File: config.mk
export PLATFORM = sky130hd
export DESIGN_NAME = wildcard_byte_pattern_scanner_flat
export DESIGN_NICKNAME = d
export VERILOG_FILES = /design/src/rtl/core/wbps_pkg.sv /design/src/rtl/core/wbps_if.sv /design/src/rtl/core/wbps_cell.sv /design/src/rtl/core/wbps_out_skid.sv /design/src/rtl/core/wildcard_byte_pattern_scanner.sv /design/src/flat_wrapper.sv
export VERILOG_INCLUDE_DIRS = /design/src /design/src/rtl/core
export SDC_FILE = /design/constraint.sdc
export NUM_CORES = 1
export LEC_CHECK = 0
export ABC_AREA = 1
export BUFFER_PORTS_ARGS = -buffer_cell sky130_fd_sc_hd__buf_2
export CORE_MARGIN = 1
export CORE_UTILIZATION = 40
export CTS_BUF_LIST = sky130_fd_sc_hd__clkbuf_8
export CTS_CLUSTER_DIAMETER = 30
export DETAILED_ROUTE_END_ITERATION = 10
export PLACE_DENSITY = 0.68
export SLEW_MARGIN = 20
export SYNTH_ARGS = -nofsm -noshare
export SYNTH_HDL_FRONTEND = slang
export SYNTH_SLANG_ARGS = --single-unit
export TNS_END_PERCENT = 10
File: constraint.sdc
create_clock -name clk -period 5.6 [get_ports clk]
set_input_delay 1.12 -clock clk [delete_from_list [all_inputs] [get_ports clk]]
set_output_delay 1.12 -clock clk [all_outputs]
set_load 0.005 [all_outputs]
File: src/rtl/core/wildcard_byte_pattern_scanner_macros.svh
// ----------------------------------------------------------------------------
// wildcard byte pattern scanner assertion macros
// clocked on clk, disabled while arst_n is low
// ----------------------------------------------------------------------------
`ifndef WILDCARD_BYTE_PATTERN_SCANNER_MACROS_SVH
`define WILDCARD_BYTE_PATTERN_SCANNER_MACROS_SVH

`ifndef SYNTHESIS
// same-cycle implication
`define WBPS_ASSERT_NOW(lbl, ante, cons) \
	lbl: assert property (@(posedge clk) disable iff (!arst_n) (ante) |-> (cons)) \
		else $error("wbps assertion failed");
// next-cycle implication
`define WBPS_ASSERT_NEXT(lbl, ante, cons) \
	lbl: assert property (@(posedge clk) disable iff (!arst_n) (ante) |=> (cons)) \
		else $error("wbps assertion failed");
`else
`define WBPS_ASSERT_NOW(lbl, ante, cons)
`define WBPS_ASSERT_NEXT(lbl, ante, cons)
`endif

`endif

File: src/rtl/core/wbps_pkg.sv
// ----------------------------------------------------------------------------
// wbps_pkg
// shared widths, register indexes and the result type of the pattern scanner
// ----------------------------------------------------------------------------
package wbps_pkg;

	localparam int PATTERN_MAX_DEF  = 16;
	localparam int ADDRESS_BITS_DEF = 32;

	localparam int DATA_W       = 8;
	localparam int MATCH_ADDR_W = 32;
	localparam int CFG_IDX_W    = 3;
	localparam int CFG_DATA_W   = 64;
	localparam int WILD_W       = 16;
	localparam int PLEN_W       = 5;
	localparam int BASE_W       = 32;

	localparam logic [PLEN_W-1:0] PLEN_RESET = PLEN_W'(1);

	// configuration register indexes
	localparam logic [CFG_IDX_W-1:0] REG_PAT_LO = 3'd0;
	localparam logic [CFG_IDX_W-1:0] REG_PAT_HI = 3'd1;
	localparam logic [CFG_IDX_W-1:0] REG_WILD   = 3'd2;
	localparam logic [CFG_IDX_W-1:0] REG_PLEN   = 3'd3;
	localparam logic [CFG_IDX_W-1:0] REG_BASE   = 3'd4;

	typedef struct packed {
		logic                    found;
		logic [MATCH_ADDR_W-1:0] match_address;
	} result_t;

endpackage

File: src/rtl/core/wbps_if.sv
// ----------------------------------------------------------------------------
// wbps channel interfaces
// byte input, result output and configuration write channels
// ----------------------------------------------------------------------------
interface wbps_in_if
	import wbps_pkg::*;
();
	logic              valid;
	logic              ready;
	logic [DATA_W-1:0] data_byte;
	logic              region_last;

	modport source (output valid, output data_byte, output region_last, input ready);
	modport sink (input valid, input data_byte, input region_last, output ready);
endinterface

interface wbps_out_if
	import wbps_pkg::*;
();
	logic                    valid;
	logic                    ready;
	logic                    found;
	logic [MATCH_ADDR_W-1:0] match_address;

	modport source (output valid, output found, output match_address, input ready);
	modport sink (input valid, input found, input match_address, output ready);
endinterface

interface wbps_cfg_if
	import wbps_pkg::*;
();
	logic                  valid;
	logic                  ready;
	logic [CFG_IDX_W-1:0]  index;
	logic [CFG_DATA_W-1:0] data;

	modport source (output valid, output index, output data, input ready);
	modport sink (input valid, input index, input data, output ready);
endinterface

File: src/rtl/core/wbps_cell.sv
// ----------------------------------------------------------------------------
// wbps_cell
// one window byte: holds it, passes it on, compares its incoming byte against its pattern byte
// ----------------------------------------------------------------------------
module wbps_cell #(
	parameter int PATTERN_MAX = 16,
	parameter int IDX         = 0
) (
	input  logic                                clk,
	input  logic                                arst_n,
	input  logic                                shift_en,
	input  logic [7:0]                          d_in,
	output logic [7:0]                          d_out,
	input  logic [$clog2(PATTERN_MAX + 1)-1:0]  len,
	input  logic [PATTERN_MAX-1:0][7:0]         pattern,
	input  logic [PATTERN_MAX-1:0]              wild,
	output logic                                hit
);

	localparam int LEN_W = $clog2(PATTERN_MAX + 1);
	localparam int SEL_W = (PATTERN_MAX > 1) ? $clog2(PATTERN_MAX) : 1;

	logic [7:0]       byte_q;
	logic             active;
	logic [LEN_W-1:0] sel;
	logic [SEL_W-1:0] sel_idx;

	always_ff @(posedge clk or negedge arst_n) begin
		if (!arst_n) begin
			byte_q <= '0;
		end else if (shift_en) begin
			byte_q <= d_in;
		end
	end

	assign d_out = byte_q;

	// cell j lines up with pattern byte len-1-j
	assign active  = len > LEN_W'(IDX);
	assign sel     = len - LEN_W'(IDX) - LEN_W'(1);
	assign sel_idx = sel[SEL_W-1:0];
	assign hit     = !active || wild[sel_idx] || (d_in == pattern[sel_idx]);

endmodule

File: src/rtl/core/wbps_out_skid.sv
// ----------------------------------------------------------------------------
// wbps_out_skid
// two-entry result buffer that drives the output channel
// ----------------------------------------------------------------------------
`include "wildcard_byte_pattern_scanner_macros.svh"

module wbps_out_skid
	import wbps_pkg::*;
(
	input  logic              clk,
	input  logic              arst_n,
	input  logic              push,
	input  result_t           push_data,
	output logic              can_push,
	wbps_out_if.source        out_ch
);

	logic    main_valid_q;
	logic    spare_valid_q;
	result_t main_q;
	result_t spare_q;
	logic    pop;

	assign pop      = main_valid_q && out_ch.ready;
	assign can_push = !spare_valid_q;

	always_ff @(posedge clk or negedge arst_n) begin
		if (!arst_n) begin
			main_valid_q  <= 1'b0;
			spare_valid_q <= 1'b0;
		end else begin
			if (pop) begin
				if (spare_valid_q) begin
					spare_valid_q <= 1'b0;
				end else begin
					main_valid_q <= push;
				end
			end else if (push) begin
				if (main_valid_q) begin
					spare_valid_q <= 1'b1;
				end else begin
					main_valid_q <= 1'b1;
				end
			end
		end
	end

	always_ff @(posedge clk) begin
		if (pop) begin
			main_q <= spare_valid_q ? spare_q : push_data;
		end else if (push) begin
			if (main_valid_q) begin
				spare_q <= push_data;
			end else begin
				main_q <= push_data;
			end
		end
	end

	assign out_ch.valid         = main_valid_q;
	assign out_ch.found         = main_q.found;
	assign out_ch.match_address = main_q.match_address;

	`WBPS_ASSERT_NOW(a_spare_behind_main, spare_valid_q, main_valid_q)
	`WBPS_ASSERT_NOW(a_no_push_when_full, push, !spare_valid_q)
	`WBPS_ASSERT_NEXT(a_spare_moves_up, pop && spare_valid_q, main_valid_q && !spare_valid_q)

endmodule

File: src/rtl/core/wildcard_byte_pattern_scanner.sv
// ----------------------------------------------------------------------------
// wildcard_byte_pattern_scanner
// sliding-window search for a masked byte pattern in a byte stream
// ----------------------------------------------------------------------------
// usage
// - in_ch carries one byte of the region per request, region_last on the
//   final byte. out_ch carries at most one result per region: found=1 with
//   the address of the match's first byte (region_base + offset), or
//   found=0 with address 0 when the region ends without a match.
// - cfg_ch writes the registers: 0 pattern bytes 0..7, 1 pattern bytes 8..15,
//   2 wildcard mask, 3 pattern length (0 acts as 1, long values clamp),
//   4 region base. cfg_ch is always ready; write only between regions or
//   while no result is pending.
// - throughput: one byte per cycle while in_ch is ready. the window is
//   a row of byte cells that shift once per scanned byte and compare in
//   parallel against the pattern; compare, match decision and address add
//   happen in the same cycle. the output buffer registers the result of the
//   byte that completes the match (or the last byte of an unmatched region).
// - stall: results sit in a two-entry output buffer; in_ch stays ready while
//   the receiver stalls until a second result is waiting, then drops ready.
// - after a result the rest of the region is drained without compares; the
//   last byte clears the position count for the next region.
// - reset: window cells clear, pattern length goes to 1, all else to 0.
// ----------------------------------------------------------------------------
`include "wildcard_byte_pattern_scanner_macros.svh"

module wildcard_byte_pattern_scanner
	import wbps_pkg::*;
#(
	parameter int PATTERN_MAX  = PATTERN_MAX_DEF,
	parameter int ADDRESS_BITS = ADDRESS_BITS_DEF
) (
	input  logic       clk,
	input  logic       arst_n,
	wbps_in_if.sink    in_ch,
	wbps_out_if.source out_ch,
	wbps_cfg_if.sink   cfg_ch
);

	localparam int LEN_W = $clog2(PATTERN_MAX + 1);
	localparam int POS_W = ADDRESS_BITS;

	// configuration registers
	logic [CFG_DATA_W-1:0] pat_lo_q;
	logic [CFG_DATA_W-1:0] pat_hi_q;
	logic [WILD_W-1:0]     wild_q;
	logic [PLEN_W-1:0]     plen_q;
	logic [BASE_W-1:0]     base_q;

	// scan state
	logic [POS_W-1:0] pos_q;
	logic             reported_q;

	logic                          accept;
	logic                          scan_en;
	logic [PATTERN_MAX-1:0][7:0]   pat;
	logic [PATTERN_MAX-1:0]        wild;
	logic [PATTERN_MAX-1:0][7:0]   win;
	logic [PATTERN_MAX-1:0]        hit;
	logic [LEN_W-1:0]              len;
	logic [POS_W-1:0]              pos_next;
	logic [POS_W-1:0]              addr;
	logic                          match_now;
	logic                          push;
	result_t                       push_data;
	logic                          can_push;

	// ---------------------------------------------------------------- config
	assign cfg_ch.ready = 1'b1;

	always_ff @(posedge clk or negedge arst_n) begin
		if (!arst_n) begin
			pat_lo_q <= '0;
			pat_hi_q <= '0;
			wild_q   <= '0;
			plen_q   <= PLEN_RESET;
			base_q   <= '0;
		end else if (cfg_ch.valid) begin
			unique case (cfg_ch.index)
				REG_PAT_LO: pat_lo_q <= cfg_ch.data;
				REG_PAT_HI: pat_hi_q <= cfg_ch.data;
				REG_WILD:   wild_q   <= cfg_ch.data[WILD_W-1:0];
				REG_PLEN:   plen_q   <= cfg_ch.data[PLEN_W-1:0];
				REG_BASE:   base_q   <= cfg_ch.data[BASE_W-1:0];
				default: ;
			endcase
		end
	end

	// pattern bytes past sixteen read as 0x00 and are never wild
	for (genvar i = 0; i < PATTERN_MAX; i++) begin : g_pat
		if (i < 8) begin : g_lo
			assign pat[i]  = pat_lo_q[8*i +: 8];
			assign wild[i] = wild_q[i];
		end else if (i < 16) begin : g_hi
			assign pat[i]  = pat_hi_q[8*(i-8) +: 8];
			assign wild[i] = wild_q[i];
		end else begin : g_zero
			assign pat[i]  = 8'h00;
			assign wild[i] = 1'b0;
		end
	end

	// effective length: zero acts as one, clamp at the window depth
	always_comb begin
		if (plen_q == '0) begin
			len = LEN_W'(1);
		end else if ({3'b000, plen_q} > 8'(PATTERN_MAX)) begin
			len = LEN_W'(PATTERN_MAX);
		end else begin
			len = LEN_W'(plen_q);
		end
	end

	// ---------------------------------------------------------- window cells
	assign accept  = in_ch.valid && in_ch.ready;
	// once a result is out the window freezes until the region ends
	assign scan_en = accept && !reported_q;

	for (genvar j = 0; j < PATTERN_MAX; j++) begin : g_cell
		logic [7:0] cell_in;
		if (j == 0) begin : g_head
			assign cell_in = in_ch.data_byte;
		end else begin : g_link
			assign cell_in = win[j-1];
		end
		wbps_cell #(
			.PATTERN_MAX (PATTERN_MAX),
			.IDX         (j)
		) u_cell (
			.clk      (clk),
			.arst_n   (arst_n),
			.shift_en (scan_en),
			.d_in     (cell_in),
			.d_out    (win[j]),
			.len      (len),
			.pattern  (pat),
			.wild     (wild),
			.hit      (hit[j])
		);
	end

	// ------------------------------------------------------ match / address
	// position saturates at all ones
	assign pos_next  = (pos_q == '1) ? pos_q : pos_q + POS_W'(1);
	// cells below len must all hold bytes of this region
	assign match_now = (&hit) && (pos_next >= POS_W'(len));
	assign addr      = POS_W'(base_q) + pos_next - POS_W'(len);

	assign push                    = scan_en && (match_now || in_ch.region_last);
	assign push_data.found         = match_now;
	assign push_data.match_address = match_now ? MATCH_ADDR_W'(addr) : '0;

	always_ff @(posedge clk or negedge arst_n) begin
		if (!arst_n) begin
			pos_q      <= '0;
			reported_q <= 1'b0;
		end else if (accept) begin
			if (in_ch.region_last) begin
				pos_q      <= '0;
				reported_q <= 1'b0;
			end else if (scan_en) begin
				pos_q <= pos_next;
				if (match_now) begin
					reported_q <= 1'b1;
				end
			end
		end
	end

	// ---------------------------------------------------------- result path
	wbps_out_skid u_out_skid (
		.clk       (clk),
		.arst_n    (arst_n),
		.push      (push),
		.push_data (push_data),
		.can_push  (can_push),
		.out_ch    (out_ch)
	);

	assign in_ch.ready = can_push;

	`WBPS_ASSERT_NOW(a_push_needs_request, push, accept)
	`WBPS_ASSERT_NOW(a_one_result_per_region, accept && reported_q, !push)
	`WBPS_ASSERT_NEXT(a_last_clears_scan, accept && in_ch.region_last,
		pos_q == '0 && !reported_q)
	`WBPS_ASSERT_NEXT(a_match_marks_reported, push && match_now && !in_ch.region_last,
		reported_q)

endmodule
File: src/flat_wrapper.sv
// flat-port wrapper written by rule: the top's interface ports become plain ports
module wildcard_byte_pattern_scanner_flat import wbps_pkg::*;
#(
	parameter int PATTERN_MAX  = PATTERN_MAX_DEF,
	parameter int ADDRESS_BITS = ADDRESS_BITS_DEF
)
  (clk, arst_n, in_ch_valid, in_ch_data_byte, in_ch_region_last, in_ch_ready, out_ch_valid, out_ch_found, out_ch_match_address, out_ch_ready, cfg_ch_valid, cfg_ch_index, cfg_ch_data, cfg_ch_ready);
  wbps_in_if in_ch_i ();
  wbps_out_if out_ch_i ();
  wbps_cfg_if cfg_ch_i ();
  input  logic clk;
  input  logic arst_n;
  input wire logic [$bits(in_ch_i.valid)-1:0] in_ch_valid;
  input wire logic [$bits(in_ch_i.data_byte)-1:0] in_ch_data_byte;
  input wire logic [$bits(in_ch_i.region_last)-1:0] in_ch_region_last;
  output wire logic [$bits(in_ch_i.ready)-1:0] in_ch_ready;
  output wire logic [$bits(out_ch_i.valid)-1:0] out_ch_valid;
  output wire logic [$bits(out_ch_i.found)-1:0] out_ch_found;
  output wire logic [$bits(out_ch_i.match_address)-1:0] out_ch_match_address;
  input wire logic [$bits(out_ch_i.ready)-1:0] out_ch_ready;
  input wire logic [$bits(cfg_ch_i.valid)-1:0] cfg_ch_valid;
  input wire logic [$bits(cfg_ch_i.index)-1:0] cfg_ch_index;
  input wire logic [$bits(cfg_ch_i.data)-1:0] cfg_ch_data;
  output wire logic [$bits(cfg_ch_i.ready)-1:0] cfg_ch_ready;
  assign in_ch_i.valid = in_ch_valid;
  assign in_ch_i.data_byte = in_ch_data_byte;
  assign in_ch_i.region_last = in_ch_region_last;
  assign in_ch_ready = in_ch_i.ready;
  assign out_ch_valid = out_ch_i.valid;
  assign out_ch_found = out_ch_i.found;
  assign out_ch_match_address = out_ch_i.match_address;
  assign out_ch_i.ready = out_ch_ready;
  assign cfg_ch_i.valid = cfg_ch_valid;
  assign cfg_ch_i.index = cfg_ch_index;
  assign cfg_ch_i.data = cfg_ch_data;
  assign cfg_ch_ready = cfg_ch_i.ready;
  wildcard_byte_pattern_scanner #(.PATTERN_MAX(PATTERN_MAX), .ADDRESS_BITS(ADDRESS_BITS)) u_core (.clk(clk), .arst_n(arst_n), .in_ch(in_ch_i), .out_ch(out_ch_i), .cfg_ch(cfg_ch_i));
endmodule
==> results of run 1 <==
[logic make-up after synthesis]
family | count (synthesis)
simple gates | 2620
buf+inv | 726
compound gates | 545
flops | 402
fa+ha+maj | 71
xor+xnor | 66
mux | 2
other cells | 1
[area by class of cell]
type	count	area (sq um)
multi-input cells	3305	15700
repair buffers	188	1300
inverters	514	1930
well taps	950	1190
clock buffers	109	1500
clock inverters	84	843
fillers	7440	38600
diodes	2	5.00
flip-flops and latches	402	10400
[layout by cell type (no fill, tap or decap), types with 16 or more instances in the layout]
cell	instances
clkinv_2	20
clkinvlp_4	16
a21oi_1	56
nand3_1	758
dfrtp_1	335
nand3b_1	24
nor2_2	21
clkbuf_8	109
o21ai_1	25
buf_4	60
o22ai_1	36
xor2_1	48
edfxtp_1	66
nand2_1	1589
nand4_1	20
buf_2	114
inv_1	516
nor3_1	30
ha_1	68
o21ai_0	388
nor2_1	127
[worst paths after layout]
check | from | end | slack [ns] | cells past startpoint
min in group clk | u_core.g_cell[10].u_cell.d_out[2]$_DFFE_PN0P_ | u_core.g_cell[11].u_cell.d_out[2]$_DFFE_PN0P_ | 0.48 | 2
min reg2reg | u_core.g_cell[10].u_cell.d_out[2]$_DFFE_PN0P_ | u_core.g_cell[11].u_cell.d_out[2]$_DFFE_PN0P_ | 0.48 | 2
max in group asynchronous | arst_n | u_core.pos_q[13]$_DFFE_PN0P_ | 4.04 | 2
min | arst_n | u_core.g_cell[11].u_cell.d_out[2]$_DFFE_PN0P_ | 0.40 | 1
max reg2reg | u_core.plen_q[0]$_DFFE_PN1P_ | u_core.u_out_skid.out_ch.match_address[6]$_DFFE_PP_ | 0.45 | 24
max | u_core.plen_q[0]$_DFFE_PN1P_ | u_core.u_out_skid.out_ch.match_address[6]$_DFFE_PP_ | 0.45 | 24
[repair_timing]
action / 4_1_cts / 5_1_grt
setup buffers: 0 / 0
resized for setup: 0 / 10
setup endpoints to repair: 0 / 48
[critical path: stages (launching register included)]
cell and delay (ns):
dfstp_2 0.60, nor2_1 0.10, nand3_4 0.12, nand2_8 0.16, buf_12 0.25, o21ai_0 0.96
nand2_1 0.18, nand3_1 0.16, nand3_1 0.18, nand2_1 0.12, nand2_1 0.06, nand2_1 0.06
nand2_1 0.05, nor2_1 0.21, nand2_1 0.17, nand2_1 0.11, nand2_1 0.05, nor2_1 0.08
nand2_1 0.05, nor2_1 0.17, nand2_2 0.13, nand2_1 0.10, nand2_1 0.11, o21ai_2 0.16
buf_4 0.38
[layer usage]
metal  track usage  vias up  share of wire
li1              -    14552              -
met1         0.429    14167           0.40
met2         0.534     1462           0.43
met3        0.0693      376          0.084
met4         0.253        4          0.085
met5             0        -        0.00020
[through the flow]
stage	hold slack (ns)	total power [mW]	TNS, ns	setup WS, ns	instance area, sq um
after global placement	0.465	10.5	0	0.228	30500
final	0.398	14.9	0	0.450	32900
after floorplan	0.453	7.93	0	0.330	28900
after CTS	0.417	14.7	0	0.160	32900
after global routing	0.469	15.7	-0.0156	-0.0156	32900
after detailed placement	0.473	10.5	0	0.181	30500
[state kept, by name, summed over array words and instances (netlist names)]
| signal | flops |
|---|---|
| u_core.g_cell.u_cell.d_out | 120 |
| u_core.pat_hi_q | 64 |
| u_core.pat_lo_q | 64 |
| u_core.u_out_skid.spare_q | 33 |
| u_core.base_q | 32 |
| u_core.pos_q | 32 |
| u_core.u_out_skid.out_ch.match_address | 32 |
| u_core.wild | 16 |
| u_core.plen_q | 5 |
| u_core.reported_q | 1 |
| u_core.u_out_skid.out_ch.found | 1 |
| u_core.u_out_skid.out_ch.valid | 1 |
| u_core.u_out_skid.spare_valid_q | 1 |
[report_power, final]
group | internal, mW | total, mW | switching (mW)
logic | 1.98 | 7.32 | 5.34
registers | 3.22 | 3.45 | 0.229
clock network | 2.43 | 4.15 | 1.72
total | 7.62 | 14.9 | 7.29
==> key figures, run 1 <==
Run status
  – Status: finished clean

Synth
  – FF+latch count, synth: 402
  – Synth Area in Adders: 0.0315
  – Multiplexer share of the synthesized area: 0.000693
  – Number of flops mapped to enable cells by yosys: 66
  – Main combinational cell family by area after synthesis: simple AND/OR/NAND/NOR gates
  – Prevailing post-synth register cell: dfrtp_1
  – Area share of the largest cell type after synthesis: 0.290
  – Syn Area/Cell: 6.51 sq um
  – Post-Syn Area: 28900 sq um
  – Post-synthesis compound-gate area fraction: 0.100
  – Synth cell count leaders: nand2_1, nand3_1, inv_1
  – Simple-gate share of the synthesized area: 0.388
  – Area share of xor/xnor cells in the synthesized design: 0.0205
  – Synthesized instance count: 4433
  – Distinct cells, synth: 52
  – Mapped Nets: 4585
  – Warnings, synthesis: 0
  – Synth area leaders: dfrtp_1, nand2_1, nand3_1, edfxtp_1, o21ai_0
  – Post-synthesis sequential area ratio: 0.360
  – Ys async rst share: 0.836
  – Dominant cell type by area after synthesis: dfrtp_1
  – Most frequent cell after synthesis: nand2_1

Floorplanning
  – Die height: 271 microns
  – Die W: 271 microns
  – Die ar.: 73300 sq um
  – # rows: 98
  – Core ar.: 71500 sq um
  – Initial core utilization: 0.404
  – # IOs: 117

Clock tree
  – Maximum clock path buffer count: 3
  – Clk Latency, worst-skew pair: 0.76 ns
  – Num CTS Buffers: 102
  – H-tree depth: 3
  – CTS root buf: clkbuf_8
  – TritonCTS clock tree: built
  – Worst-path clk slew: 0.06 ns
  – Clock net sink count: 402
  – Hold Buf Count CTS: 0

STA
  – Max Clock Freq: 194 MHz
  – Setup Skew: 0.0439 ns
  – # setup viols final: 0
  – Max-slew violations: 0
  – Worst-Margin Slew: 1.19 ns
  – Fin crit share: 0.920
  – Minimum clock period: 5.15 ns
  – Relative slew margins: 0.197
  – Final hold vios: 0

Placed design
  – Placed instance count: 5359
  – PortBufs: 115
  – Detailed Place HPWL: 98.7 mm
  – Routability congestion estimate: 1.08

Global route
  – Total grt overflow: 0
  – Vias in the first global route: 28810
  – First-pass GRT wire length: 187 mm
  – Initial antenna violation count: 6
  – Pin count of the biggest net entering global routing: 97
  – GRT Util Overall: 0.346

Detailed routing
  – Drt initial violations: 3474
  – DR vias/cell: 5.50
  – DRC violations left: 0
  – Drt pass-1 iters: 9
  – ANT nets after route: 0
  – Wirelength per Cell: 22.9 microns
  – Drt total wl: 127 mm
  – Total number of vias: 30561

Layout
  – Layout Utilization: 0.460
  – Nets: 4665
  – Post-Layout Cell Count: 5554
  – P&R area growth vs syn: 13.9%
  – Layout cells sized above 1: 0.0963

Job
  – MaxCap Viol Count: 0

Worst setup path
  – Critical path class: reg2reg
  – CP endpoint kind: flip-flop
  – CP required: 5.98 ns
  – Data arrival, critical path: 5.53 ns
  – Startpoint class of the critical path: flip-flop
  – Critical path fanouts, max: 78

Pwr
  – Leakage dissipation: 17.5 nW
  – Maximum vdd drop: 0.301 mV
  – Pwr/cell area: 454 nW/um^2

Worst hold path
  – Hold crit path type: in2async
Note: power is estimated with default switching activity, not from simulation.
==> run 2, diff against run 1 <==
CELL_PAD_IN_SITES_DETAIL_PLACEMENT = 0   (was unset)
CELL_PAD_IN_SITES_GLOBAL_PLACEMENT = 2   (was unset)
CORE_UTILIZATION = 33   (was 40)
PLACE_DENSITY = 0.9   (was 0.68)
SLEW_MARGIN = unset   (was 20)
==> run 2 against run 1 <==
  * Clock power is 11% higher
  * Clock skew is 0.011 ns higher
  * Core utilization is 7.5 points lower
  * Maximum frequency is 2.5% higher
  * Die area is 21% higher
  * Cell count is 4.1% higher
  * Critical path depth is 7 higher
  * Count of clock-buffer cells in the layout is 20 higher
  * Sequential power hardly changed
  * Sequential cell count stayed put
  * Worst hold slack worse by 0.017 ns
  * Global-route usage is 6.0 points lower
  * Largest cell class unchanged
  * Largest power group unchanged
  * Highest routed layer is now met4
==> key figures, run 2 (synthesis gave the netlist of run 1 again) <==
Clock tree
  – Maximum clock path buffer count: 3 (unchanged)
  – Hold Buf Count CTS: 0 (unchanged)
  – Postcts setup bufs: 0 (unchanged)
  – Worst-path clk slew: 0.05 ns (about the same)
  – TritonCTS clock tree: built
  – H-tree depth: 3 (unchanged)
  – Num CTS Buffers: 115 (+13%)
  – # resized after CTS: 0 (unchanged)
  – CTS root buf: clkbuf_8
  – Clk Latency, worst-skew pair: 0.80 ns (+0.04 ns)
  – Clock net sink count: 402 (unchanged)

Worst setup path
  – CP endpoint kind: flip-flop
  – Data arrival, critical path: 5.56 ns (+0.03 ns)
  – Worst path most repeated cell: nand2_1
  – Critical path class: reg2reg
  – CP required: 6.14 ns (+0.16 ns)
  – Startpoint class of the critical path: flip-flop
  – Critical path fanouts, max: 9 (-88%)
  – CP max stage cell: dfrtp_1
  – CP peak stage delay: 0.38 ns (-0.58 ns)

Pwr
  – Leakage dissipation: 17.7 nW (+1.0%)
  – Pwr/cell area: 457 nW/um^2 (+0.66%)
  – Total power: 15.3 mW (+2.4%)
  – Maximum vdd drop: 0.250 mV (-17%)

STA
  – WHS: 0.381 ns (-0.0169 ns)
  – Max Clock Freq: 199 MHz (+2.5%)
  – Setup Skew: 0.0545 ns (+0.0106 ns)
  – Relative slew margins: 0.262 (+0.0645)
  – # setup viols final: 0 (unchanged)
  – Max-slew violations: 0 (unchanged)
  – Worst-Margin Slew: 1.10 ns (-0.0873 ns)
  – Minimum clock period: 5.02 ns (-0.128 ns)
  – RSZ-0062 raised after global routing: false
  – Fin crit share: 0.897 (-0.0228)
  – Setup TNS: 0 ns (unchanged)
  – Final hold vios: 0 (unchanged)

Global route
  – First-pass GRT wire length: 188 mm (+0.51%)
  – GRT Util Overall: 0.286 (-0.0597)
  – Total grt overflow: 0 (unchanged)
  – Pin count of the biggest net entering global routing: 187 (+93%)
  – Most Crowded Layer GR: met2
  – Met1 usage: 0.355 (-0.0748)
  – Vias in the first global route: 28574 (-0.82%)
  – Initial antenna violation count: 7 (+1)
  – Met3 usage: 0.0487 (-0.0206)
  – Met2 global-route usage: 0.458 (-0.0761)

Run status
  – Status: finished clean

Layout
  – Max FFs per register: 120 (unchanged)
  – P&R area growth vs syn: 15.8%
  – Layout cells sized above 1: 0.0998 (+0.00350)
  – Commonest non-fill, non-tap cell in the layout: nand2_1
  – Final Instance Area: 33400 sq um (+1.7%)
  – Most frequent cells in the layout: nand2_1, nand3_1, inv_1
  – Layout Utilization: 0.385 (-0.0746)
  – Fill cells: 9508 (+28%)
  – Nets: 4674 (+0.19%)

Detailed routing
  – Wirelength per Cell: 22.1 microns (-3.5%)
  – DR vias/cell: 5.16 (-6.2%)
  – Drt initial violations: 2595 (-25%)
  – ANT nets after route: 0 (unchanged)
  – Drt pass-1 iters: 6 (-3)
  – Total number of vias: 29844 (-2.3%)
  – Drt total wl: 127 mm (+0.45%)
  – DRC violations left: 0 (unchanged)

Floorplanning
  – Initial core utilization: 0.333 (-0.0711)
  – Core ar.: 86800 sq um (+21%)
  – # rows: 108 (+10%)
  – # IOs: 117 (unchanged)
  – Die height: 298 microns (+10%)
  – Die W: 298 microns (+10%)
  – Die ar.: 88700 sq um (+21%)

Placed design
  – Routability congestion estimate: 1.04 (-3.7%)
  – DP Area: 30800 sq um (+0.78%)
  – Detailed Place HPWL: 99.0 mm (+0.28%)
  – PortBufs: 115 (unchanged)

Worst hold path
  – Hold crit path type: in2async

Job
  – MaxCap Viol Count: 0 (unchanged)
[run 2: cell types whose count changed in the layout (fill, tap and decap cells not counted), moves of 3 or more]
cell,before,now
clkinv_8,0,3
clkinv_2,20,27
buf_4,60,55
clkinv_4,13,10
clkbuf_8,109,129
clkinvlp_4,16,12
clkinv_1,8,5
[run 2: through the flow]
step	instances	worst slack [ns]
after global routing	5778	0.0164
after detailed placement	5560	0.168
after global placement	5560	0.299
after floorplan	4433	0.330
final	5780	0.578
after CTS	5776	0.110
[run 2: path summary, 6_finish.rpt]
| kind | startpoint | end | slack (ns) | depth (start not counted) |
|---|---|---|---|---|
| setup / recovery | u_core.pos_q[1]$_DFFE_PN0P_ | u_core.u_out_skid.out_ch.match_address[25]$_DFFE_PP_ | 0.58 | 31 |
| hold / removal | arst_n | u_core.g_cell[0].u_cell.d_out[0]$_DFFE_PN0P_ | 0.38 | 1 |
| setup reg to reg | u_core.pos_q[1]$_DFFE_PN0P_ | u_core.u_out_skid.out_ch.match_address[25]$_DFFE_PP_ | 0.58 | 31 |
| hold reg to reg | u_core.g_cell[10].u_cell.d_out[1]$_DFFE_PN0P_ | u_core.g_cell[11].u_cell.d_out[1]$_DFFE_PN0P_ | 0.47 | 2 |
| max in group asynchronous | arst_n | u_core.pat_lo_q[35]$_DFFE_PN0P_ | 3.88 | 2 |
| min in group clk | u_core.g_cell[10].u_cell.d_out[1]$_DFFE_PN0P_ | u_core.g_cell[11].u_cell.d_out[1]$_DFFE_PN0P_ | 0.47 | 2 |
[run 2: layer usage]
layer  wire (microns)  vias up
met2            57400     1017
met1            53100    13980
met3             7440      275
met5                0        -
met4             9540        0
li1                 -    14572
[run 2: area by class of cell]
cell class | instances | area [sq um] | share of cell area
clock inverter | 87 | 890 | 0.0266
sequential | 402 | 10400 | 0.311
tap | 1155 | 1450 | 0.0432
multi-input combinational | 3305 | 15700 | 0.470
inverter | 514 | 1930 | 0.0577
timing repair buffer | 184 | 1280 | 0.0382
clock buffer | 129 | 1780 | 0.0531
antenna | 4 | 10.0 | 0.000299
[run 2: critical path: cells and delay by family, from the launching register on]
family / cells / cell delay [ns]
compound gates: 9 / 1.67
xor+xnor: 1 / 0.25
fa+ha+maj: 3 / 0.67
buf+inv: 6 / 0.65
flops: 1 / 0.38
simple gates: 12 / 1.14
[run 2: where the power goes]
group	internal (mW)	leakage (nW)	switching, mW
logic	1.98	11.9	5.23
registers	3.22	4.36	0.223
clock network	2.77	1.40	1.83
total	7.98	17.7	7.29
